==> config.mk <==
export PLATFORM = sky130hd
export DESIGN_NAME = lehmer_rng_with_range_mapping
export DESIGN_NICKNAME = d
export VERILOG_FILES = /design/src/rtl/lrng_pkg.sv /design/src/rtl/lrng_alu.sv /design/src/rtl/lehmer_rng_with_range_mapping.sv
export SDC_FILE = /design/constraint.sdc
export NUM_CORES = 1
export LEC_CHECK = 0
export ABC_AREA = 1
export BUFFER_PORTS_ARGS = -buffer_cell sky130_fd_sc_hd__buf_2
export CAP_MARGIN = 20
export CORE_AREA = 2 2 231 404
export CTS_CLUSTER_DIAMETER = 120
export DETAILED_ROUTE_END_ITERATION = 8
export DIE_AREA = 0 0 233 406
export PLACE_DENSITY = 0.54
export SYNTH_ARGS = -nofsm -noshare
export SYNTH_HDL_FRONTEND = slang
export SYNTH_HIERARCHICAL = 1
export SYNTH_SLANG_ARGS = --single-unit
==> constraint.sdc <==
create_clock -name i_clk -period 9.3 [get_ports i_clk]
set_input_delay 1.86 -clock i_clk [delete_from_list [all_inputs] [get_ports i_clk]]
set_output_delay 1.86 -clock i_clk [all_outputs]
set_load 0.05 [all_outputs]
==> src/rtl/lrng_pkg.sv <==
// ----------------------------------------------------------------------------
// lrng_pkg
// Constants shared by the Lehmer generator and its shared add/subtract unit.
// ----------------------------------------------------------------------------
`default_nettype none

package lrng_pkg;

    localparam int LRNG_ALU_W = 32;

    localparam logic [30:0] LRNG_MOD = 31'd2147483647;
    localparam logic [14:0] LRNG_MUL = 15'd16807;
    localparam logic [30:0] LRNG_DIV = 31'd2147483646;

    localparam int LRNG_MUL_STEPS = 33;
    localparam int LRNG_DIV_STEPS = 32;
    localparam int LRNG_CNT_W     = 6;

    typedef struct packed {
        logic [LRNG_ALU_W-1:0] a;
        logic [LRNG_ALU_W-1:0] b;
        logic                  sub;
    } t_alu_req;

endpackage

`default_nettype wire

==> src/rtl/lrng_alu.sv <==
// ----------------------------------------------------------------------------
// lrng_alu
// Shared add/subtract unit: a + b, or a - b with carry out as no-borrow flag.
// ----------------------------------------------------------------------------
`default_nettype none

module lrng_alu (
    input  var lrng_pkg::t_alu_req          i_req,
    output logic [lrng_pkg::LRNG_ALU_W:0]   o_sum
);
    import lrng_pkg::*;

    logic [LRNG_ALU_W-1:0] b_eff;

    assign b_eff = i_req.sub ? ~i_req.b : i_req.b;
    assign o_sum = {1'b0, i_req.a} + {1'b0, b_eff} + (LRNG_ALU_W+1)'(i_req.sub);

endmodule

`default_nettype wire

==> src/rtl/lehmer_rng_with_range_mapping.sv <==
// ----------------------------------------------------------------------------
// lehmer_rng_with_range_mapping
// Park-Miller minimal standard generator (x*16807 mod 2^31-1) with exact
// integer mapping of each draw onto range_low..range_high.
// ----------------------------------------------------------------------------
//  channel  | dir | tdata (low bit up)                         | tuser
//  s_axis   | in  | seed_value[31:0] range_low[63:32]          | func
//           |     | range_high[95:64]                          |
//  m_axis   | out | raw_value[30:0] ranged_value[62:31] pad[63] | range_error
//
//  Reseed: IDLE, DONE. Draw with bad range: IDLE, FOLD, DONE. Draw: IDLE,
//  FOLD, MUL, DIV, ADD, DONE, with a 33-step shift-add multiply and a
//  32-step restoring divide that share one 32-bit add/subtract unit.
//  Synchronous active-low reset; generator state resets to 1.
//  One item in flight; a finished item waits in the output register while
//  the next item is taken in.
// ----------------------------------------------------------------------------
`default_nettype none

module lehmer_rng_with_range_mapping (
    input  logic        i_clk,
    input  logic        i_rst_n,
    input  logic        i_s_axis_tvalid,
    output logic        o_s_axis_tready,
    input  logic [95:0] i_s_axis_tdata,   // seed_value, range_low, range_high
    input  logic        i_s_axis_tuser,   // func
    output logic        o_m_axis_tvalid,
    input  logic        i_m_axis_tready,
    output logic [63:0] o_m_axis_tdata,   // raw_value, ranged_value, zero pad
    output logic        o_m_axis_tuser    // range_error
);
    import lrng_pkg::*;

    typedef enum logic [2:0] {
        S_IDLE,
        S_FOLD,
        S_MUL,
        S_DIV,
        S_ADD,
        S_DONE
    } t_state;

    t_state                r_state;
    logic [30:0]           r_gen;
    logic [45:0]           r_prod;
    logic [31:0]           r_lo;
    logic [31:0]           r_hi;
    logic [63:0]           r_p;
    logic [30:0]           r_mcand;
    logic [LRNG_CNT_W-1:0] r_cnt;
    logic [31:0]           r_ranged;
    logic                  r_err;
    logic                  r_ovalid;
    logic [63:0]           r_odata;
    logic                  r_ouser;

    t_alu_req              alu_req;
    logic [LRNG_ALU_W:0]   alu_sum;

    logic [30:0]           n_gen_src;
    logic [45:0]           n_prod;
    logic [31:0]           n_fold_sum;
    logic [30:0]           n_fold;
    logic [31:0]           n_seed_sum;
    logic [30:0]           n_seed_red;
    logic [30:0]           n_seed;
    logic [32:0]           n_diff;
    logic [32:0]           n_span;
    logic [31:0]           n_upper;
    logic [30:0]           n_rem;
    logic                  in_acc;
    logic                  out_free;

    lrng_alu u_alu (
        .i_req (alu_req),
        .o_sum (alu_sum)
    );

    assign o_s_axis_tready = (r_state == S_IDLE);
    assign in_acc          = i_s_axis_tvalid && o_s_axis_tready;
    assign out_free        = !r_ovalid || i_m_axis_tready;

    assign o_m_axis_tvalid = r_ovalid;
    assign o_m_axis_tdata  = r_odata;
    assign o_m_axis_tuser  = r_ouser;

    assign n_gen_src  = (r_gen == 31'd0) ? 31'd1 : r_gen;
    assign n_prod     = n_gen_src * LRNG_MUL;

    assign n_fold_sum = {1'b0, r_prod[30:0]} + {17'd0, r_prod[45:31]};
    assign n_fold     = (n_fold_sum >= {1'b0, LRNG_MOD}) ?
                        31'(n_fold_sum - {1'b0, LRNG_MOD}) : n_fold_sum[30:0];

    assign n_seed_sum = {1'b0, i_s_axis_tdata[30:0]} + {31'd0, i_s_axis_tdata[31]};
    assign n_seed_red = (n_seed_sum >= {1'b0, LRNG_MOD}) ?
                        31'(n_seed_sum - {1'b0, LRNG_MOD}) : n_seed_sum[30:0];
    assign n_seed     = (n_seed_red == 31'd0) ? 31'd1 : n_seed_red;

    assign n_diff = {r_hi[31], r_hi} - {r_lo[31], r_lo};
    assign n_span = {1'b0, n_diff[31:0]} + 33'd1;

    always_comb begin
        alu_req.a   = r_lo;
        alu_req.b   = r_p[31:0];
        alu_req.sub = 1'b0;
        unique case (r_state)
            S_MUL: begin
                alu_req.a   = {1'b0, r_p[63:33]};
                alu_req.b   = {1'b0, r_mcand};
                alu_req.sub = 1'b0;
            end
            S_DIV: begin
                alu_req.a   = {r_p[62:32], r_p[31]};
                alu_req.b   = {1'b0, LRNG_DIV};
                alu_req.sub = 1'b1;
            end
            default: begin
                alu_req.a   = r_lo;
                alu_req.b   = r_p[31:0];
                alu_req.sub = 1'b0;
            end
        endcase
    end

    assign n_upper = r_p[0] ? alu_sum[31:0] : {1'b0, r_p[63:33]};
    assign n_rem   = alu_sum[32] ? alu_sum[30:0] : alu_req.a[30:0];

    always_ff @(posedge i_clk) begin
        if (!i_rst_n) begin
            r_state  <= S_IDLE;
            r_gen    <= 31'd1;
            r_ovalid <= 1'b0;
        end else begin
            if (r_state == S_DONE && out_free) begin
                r_ovalid <= 1'b1;
            end else if (i_m_axis_tready) begin
                r_ovalid <= 1'b0;
            end
            unique case (r_state)
                S_IDLE: begin
                    r_prod <= n_prod;
                    if (in_acc) begin
                        r_lo <= i_s_axis_tdata[63:32];
                        r_hi <= i_s_axis_tdata[95:64];
                        if (i_s_axis_tuser) begin
                            r_state <= S_FOLD;
                        end else begin
                            r_gen    <= n_seed;
                            r_ranged <= i_s_axis_tdata[63:32];
                            r_err    <= 1'b0;
                            r_state  <= S_DONE;
                        end
                    end
                end
                S_FOLD: begin
                    r_gen <= n_fold;
                    if (n_diff[32]) begin
                        r_ranged <= r_lo;
                        r_err    <= 1'b1;
                        r_state  <= S_DONE;
                    end else begin
                        r_err   <= 1'b0;
                        r_p     <= {31'd0, n_span};
                        r_mcand <= n_fold - 31'd1;
                        r_cnt   <= '0;
                        r_state <= S_MUL;
                    end
                end
                S_MUL: begin
                    r_p <= {n_upper, r_p[32:1]};
                    if (r_cnt == LRNG_CNT_W'(LRNG_MUL_STEPS - 1)) begin
                        r_cnt   <= '0;
                        r_state <= S_DIV;
                    end else begin
                        r_cnt <= r_cnt + LRNG_CNT_W'(1);
                    end
                end
                S_DIV: begin
                    r_p <= {1'b0, n_rem, r_p[30:0], alu_sum[32]};
                    if (r_cnt == LRNG_CNT_W'(LRNG_DIV_STEPS - 1)) begin
                        r_state <= S_ADD;
                    end else begin
                        r_cnt <= r_cnt + LRNG_CNT_W'(1);
                    end
                end
                S_ADD: begin
                    r_ranged <= alu_sum[31:0];
                    r_state  <= S_DONE;
                end
                S_DONE: begin
                    if (out_free) begin
                        r_odata  <= {1'b0, r_ranged, r_gen};
                        r_ouser  <= r_err;
                        r_state  <= S_IDLE;
                    end
                end
                default: begin
                    r_state <= S_IDLE;
                end
            endcase
        end
    end

endmodule

`default_nettype wire
==> results.yml, run 1 <==
clock_network:
  cts_buffers: 39
  cts_root_buf: "clkbuf_16"
  insertion_delay_ps: 610
  ctsResizeCount: 0
  clk_pin_slew_ps: 60
  cts.sinks: 343
  cts_hold_buf: 0
  post_cts_buffers: 0
  ctsHtreeMaxLevel: 2
  cts_buffer_depth: 3
  cts_tree: "done"
synth:
  synth_cell_type_count: 60
  ys_top_cells_by_count: "922 x nand2_1, 789 x inv_1, 383 x nor2_1"
  syn_inst: 4129
  synth_edf_count: 308
  synth_top_area_share_pct: 29.1
  synth.avg_cell_area_sq_um: 7.71
  synth.most_common_cell: "nand2_1"
  synth.area.top_cells: "edfxtp_1 29%, nand2_1 11%, ha_1 11%, inv_1 9.3%, fa_1 7.8%"
  netlist_area_sq_um: 31800
  yosysSeqAreaShare_pct: 31.3
  async_flop_share_pct: 0
  syn_nets: 4627
  ys_ff_latch: 343
  yosysTopAreaCell: "edfxtp_1"
  ys_warn_count: 6
  ys.flop_type: "edfxtp_1"
worst_hold_path:
  worstHoldPathCells: 0
  hold_start: "r_ranged[4]"
  min_path_type: "reg2reg"
  worstHoldEndpoint: "o_m_axis_tdata[35]"
sta:
  skew_ps: 25.7
  fin_crit_ps: 6560
  fmax_ghz: 0.152
  rsz0062_at_grt: "false"
  setup_viol: 0
  holdWs_ps: 420
  worstMarginPinSlew_ps: 985
  fin_setup_tns_ps: 0
  maxSlewViolCount: 0
  period_share_pct: 70.5
  hold_viol: 0
  slew_headroom_pct: 34.3
final_layout:
  nNetsFinal: 4740
  regArea_sq_um: 9950
  drive_above_1_share_pct: 9.17
  multi_input_area_sq_um: 18400
  area_growth_pct: 11.3
  fill_cells: 9587
worst_setup_path:
  timing.rr.end: "r_prod[25]"
  critPathLaunchType: "register"
  reg2reg_slack_ps: 2740
  endpoint_kind: "register"
  worst-endpoint-arrival_ps: 6890
  crit_required_ps: 9640
  worstPathMaxFanout: 8
  cp-startpoint: "r_gen[16]"
  r2r-start: "r_gen[16]"
  worstRegToRegCells: 25
  path_class: "reg2reg"
floorplanning:
  die-area_sq_um: 94600
  chipHeight_um: 406
  core_area_sq_um: 91400
  row_count: 147
  initial_utilization_pct: 34.8
  pin_count: 168
  die_w_um: 233
global_routing:
  grt-ovfl-total: 0
  track_usage_pct: 25.1
  grt_pass1_wl_um: 174000
  grt_pass1_vias: 29000
  grt_max_degree: 60
  antenna_found_initial: 0
detailed_routing:
  drc: 0
  first_pass_iters: 7
  dr_total_vias: 28000
  totalWireLength_um: 119000
  wl_per_cell_um: 21.7
  drt_first_iter_violations: 1463
  via_per_inst: 5.12
  postRouteAntennaNets: 0
place:
  port-buffer-count: 166
  gp_congestion: 0.975
  dp_hpwl_um: 100000
status:
  outcome: "complete, no violations"
job:
  cap_violations: 0
## routing by layer
metal | GRT usage [%] | vias up | routed length [um]
li1 | - | 13700 | -
met4 | 22.0 | 0 | 12500
met5 | 0 | - | 0
met3 | 2.60 | 347 | 3700
met2 | 49.6 | 762 | 65300
met1 | 21.8 | 13200 | 37000
## through the flow
| step | setup slack (ps) | area (sq um) | util [%] | cells |
|---|---|---|---|---|
| CTS | 2710 | 35400 | 38.7 | 5464 |
| finish | 2740 | 35400 | 38.8 | 5466 |
| global route | 2230 | 35400 | 38.8 | 5465 |
| floorplan | 1540 | 31800 | - | 4129 |
| detailed placement | 2740 | 33900 | 37.1 | 5392 |
| global placement | 2750 | 33900 | 37.1 | 5392 |
## sequential cells by signal, indices dropped and copies added (netlist names)
| signal | cells |
|---|---|
| o_m_axis_tuser | 1 |
| r_mcand | 31 |
| r_cnt | 6 |
| r_gen | 31 |
| r_lo | 32 |
| o_m_axis_tdata | 63 |
| r_ranged | 32 |
| r_prod | 46 |
| r_hi | 32 |
| r_p | 64 |
| r_state | 3 |
| r_err | 1 |
| o_m_axis_tvalid | 1 |
## cells by family after synthesis
family | after synthesis | share of synthesized area (%)
AND/OR/NAND/NOR | 1750 | 23.5
buffers and inverters | 925 | 11.0
AO/OA/AOI/OAI | 536 | 10.8
adder cells (fa/ha/maj) | 397 | 18.5
flip-flops | 343 | 31.3
XOR/XNOR | 177 | 4.87
other | 1 | 0.0118
## cell usage in the layout, fill, tap and decap left out, types with 5 or more instances in the layout
master,n
inv_2,14
bufinv_16,11
fa_1,124
nor2_2,29
clkinv_1,7
o221ai_1,81
buf_4,22
nand3b_1,16
o21a_1,9
inv_1,789
clkbuf_16,40
ha_1,273
xnor2_1,35
nand4_1,45
nor4_1,7
nor2_4,11
a21oi_1,182
nor3_1,41
o22a_1,15
o211ai_1,42
nand3_1,227
nor2_1,374
a22oi_1,21
buf_2,166
nand2_1,922
o22ai_1,32
nand3_2,9
a21boi_0,5
or2_2,8
edfxtp_1,308
dfxtp_1,35
a31oi_1,10
nand2_2,41
a21o_1,12
o21bai_1,11
xor2_1,142
o21ai_0,95
nand2_4,7
## cell type report
type | count | area share, %
Clock buffer | 41 | 2.83
Sequential cell | 343 | 28.1
Timing Repair Buffer | 190 | 2.94
Antenna cell | 1 | 0.00706
Inverter | 807 | 8.55
Tap cell | 1192 | 4.21
Multi-Input combinational cell | 2861 | 52.0
Clock inverter | 31 | 1.38
## how the worst max path moves through the flow
stage | slack, ps | end | depth (start not counted)
finish | 2740 | r_prod[25] | 25
global route | 2230 | r_prod[25] | 25
CTS | 2710 | r_prod[25] | 25
detailed placement | 2740 | r_prod[25] | 25
global placement | 2750 | r_prod[25] | 25
floorplan | 1540 | r_cnt[0] | 4
## worst max-delay path: stages (launching register included)
cell and delay (ps):
dfxtp_1 420, nor4_1 410, nand4_1 250, o41ai_1 320, buf_4 230, ha_1 190
ha_1 150, inv_1 50, fa_1 530, inv_1 50, ha_1 300, fa_1 540
inv_1 60, fa_1 530, inv_1 40, ha_1 360, nand2_1 90, o21ai_0 220
a21oi_1 100, o21ai_0 340, a21oi_1 160, o21a_1 220, o21ai_0 250, a31oi_1 170
o21ai_0 230, xor2_1 90
Power of run 1 is not shown: default switching activity piles up to over one toggle a cycle in this logic, so the estimate is an artifact.
==> inputs of run 2 (changes only) <==
ABC_AREA = 0   (was 1)
CORE_AREA = 2 2 227 396   (was 2 2 231 404)
DIE_AREA = 0 0 229 398   (was 0 0 233 406)
clock period = 6.2 ns   (was 9.3 ns; I/O delays follow)
==> run 2 against run 1 <==
The flow now finishes with violations (negative setup slack). Register-to-register slack got worse by 2800 ps. Synthesized cell count decreased by 21%. Area after synthesis decreased by 4.3%. Cell area increased by 0.11%. Fmax increased by 4.8%. Core utilization increased by 1.6 points. Flip-flop and latch count unchanged. Count of clock-buffer cells in the layout increased by 7. Die area decreased by 3.7%. Wire length decreased by 14%. Final cell count decreased by 14%. Critical path type unchanged. Critical endpoint is now r_prod[41]. Largest cell class unchanged.
==> results.yml, run 2 <==
status:
  outcome: "finished with violations"
  violations: "negative setup slack"
sta:
  hold_viol: 0
  maxSlewViolCount: 0
  fin_crit_ps: 6260
  finalWorstSetupSlack_ps: -60.5
  fmax_ghz: 0.160
  skew_ps: 37.3
  slew_headroom_pct: 32.8
  rsz0062_at_grt: "true"
  setup_viol: 6
  worstMarginPinSlew_ps: 1010
  period_share_pct: 101
clock_network:
  cts_tree: "done"
  cts.sinks: 343
  cts_root_buf: "clkbuf_16"
  insertion_delay_ps: 610
  cts_buffer_depth: 3
  clk_pin_slew_ps: 60
  ctsHtreeMaxLevel: 2
  cts_buffers: 40
synth:
  async_flop_share_pct: 0
  synth_top_area_share_pct: 30.4
  syn_inst: 3271
  yosysTopAreaCell: "edfxtp_1"
  yosysSeqAreaShare_pct: 32.7
  synth.avg_cell_area_sq_um: 9.31
  ys_warn_count: 6
  ys_top_cells_by_count: "361 x inv_1, 339 x nand2_1, 308 x edfxtp_1"
  ys.flop_type: "edfxtp_1"
  synth_edf_count: 308
  synth.most_common_cell: "inv_1"
  syn_nets: 3769
  netlist_area_sq_um: 30500
  synth.area.top_cells: "edfxtp_1 30%, ha_1 11%, fa_1 8.1%, inv_1 4.4%, nand2_1 4.2%"
  ys_ff_latch: 343
  synth_cell_type_count: 111
detailed_routing:
  wl_per_cell_um: 21.6
  drt_first_iter_violations: 1408
  first_pass_iters: 7
  dr_total_vias: 25000
  postRouteAntennaNets: 0
  totalWireLength_um: 102000
  via_per_inst: 5.31
  drc: 0
worst_setup_path:
  critPathLaunchType: "register"
  reg2reg_slack_ps: -60
  worstRegToRegCells: 29
  endpoint_kind: "register"
  slowest_delay_ps: 520
  cp_common_cell: "buf_4"
  cp_slowest_cell: "fa_1"
  path_class: "reg2reg"
  crit_required_ps: 6530
  worst-endpoint-arrival_ps: 6590
  worstPathMaxFanout: 3
  timing.rr.end: "r_prod[41]"
  r2r-start: "r_gen[15]"
place:
  port-buffer-count: 166
  dp_hpwl_um: 81800
  gp_congestion: 0.933
final_layout:
  nNetsFinal: 4005
  largest_register_ffs: 64
  final_common_cell: "inv_1"
  multi_input_area_sq_um: 19000
  regArea_sq_um: 9980
  utilization_pct: 40.4
  regMostFlops: "r_p"
  final_cell_mix: "343 x inv_1, 338 x nand2_1, 308 x edfxtp_1, 256 x ha_1, 190 x buf_4"
  area_growth_pct: 16.4
  antenna_cells: 0
  drive_above_1_share_pct: 16.9
  fill_cells: 9002
global_routing:
  grt_max_degree: 65
  grt-ovfl-total: 0
  grt_pass1_wl_um: 152000
  antenna_found_initial: 3
  grt_pass1_vias: 25700
  track_usage_pct: 22.0
floorplanning:
  die-area_sq_um: 91100
  pin_count: 168
  core_area_sq_um: 87900
  initial_utilization_pct: 34.7
  die_w_um: 229
  row_count: 144
  chipHeight_um: 398
worst_hold_path:
  worstHoldPathCells: 0
  min_path_type: "reg2reg"
  worstHoldEndpoint: "o_m_axis_tdata[58]"
  hold_start: "r_ranged[27]"
job:
  cap_violations: 0
run 2: cell count changes in the layout (fill, tap and decap cells not counted), moves of 54 or more:
| cell | previous run | this run |
|---|---|---|
| buf_4 | 22 | 190 |
| inv_1 | 789 | 343 |
| mux2i_1 | 0 | 64 |
| nand2_1 | 922 | 338 |
| nand3_1 | 227 | 65 |
| nor2_1 | 374 | 182 |
| o21ai_0 | 95 | 149 |
| o221ai_1 | 81 | 7 |
| xnor2_1 | 35 | 128 |
run 2: worst max-delay path by stage:
| stage | from | to | slack, ps |
|---|---|---|---|
| 2_1_floorplan | r_gen[1] | r_prod[43] | 20 |
| 3_3_place_gp | r_gen[14] | r_prod[43] | -360 |
| 3_5_place_dp | r_gen[14] | r_prod[43] | -440 |
| 4_1_cts | r_gen[16] | r_prod[44] | -100 |
| 5_1_grt | r_gen[16] | r_prod[44] | -310 |
| 6_report | r_gen[15] | r_prod[41] | -60 |
run 2: critical path, delay by kind of cell (launching register included):
family	cells	cell delay [ps]
buf+inv	9	880
flops	1	360
fa+ha+maj	7	2350
compound gates	10	1870
xor+xnor	1	130
simple gates	2	390
run 2: logic make-up after synthesis:
family | share of synthesized area, %
xor+xnor | 7.27
buf+inv | 6.67
compound gates | 16.0
flops | 32.7
simple gates | 15.8
mux | 2.22
other cells | 0.0123
fa+ha+maj | 19.4
run 2: routing by layer:
layer	track usage (%)	vias to the layer above	part of all wire, %
met2	43.4	606	55
li1	-	12000	-
met5	0	-	0.013
met3	2.36	245	3.0
met4	14.6	2	7.4
met1	21.4	12100	35
run 2: area by class of cell:
type / count / area share (%)
clock inverter: 23 / 0.808
clock buffer: 48 / 2.93
sequential: 343 / 28.1
multi-input combinational: 2397 / 53.5
inverter: 361 / 3.85
timing repair buffer: 364 / 6.66
tap: 1168 / 4.12
run 2: repair_timing:
item	in CTS	in global routing
endpoints found under the setup margin	13	14
setup buffers	8	2
pin swaps	50	24
hold buffers	0	0
resized for setup	81	34
run 2: through the flow:
stage          instance area [sq um]  hold WS [ps]  std cells  setup slack, ps  TNS (ps)
5_1_grt                        35500           424       4704             -308     -2230
3_3_place_gp                   33600           400       4624             -362     -2160
4_1_cts                        35400           420       4703            -98.7      -332
6_report                       35500           418       4704            -60.5      -183
2_1_floorplan                  30500           400       3271             17.2         0
3_5_place_dp                   33600           405       4624             -443     -3400
Power of run 2 is left out for the same reason.
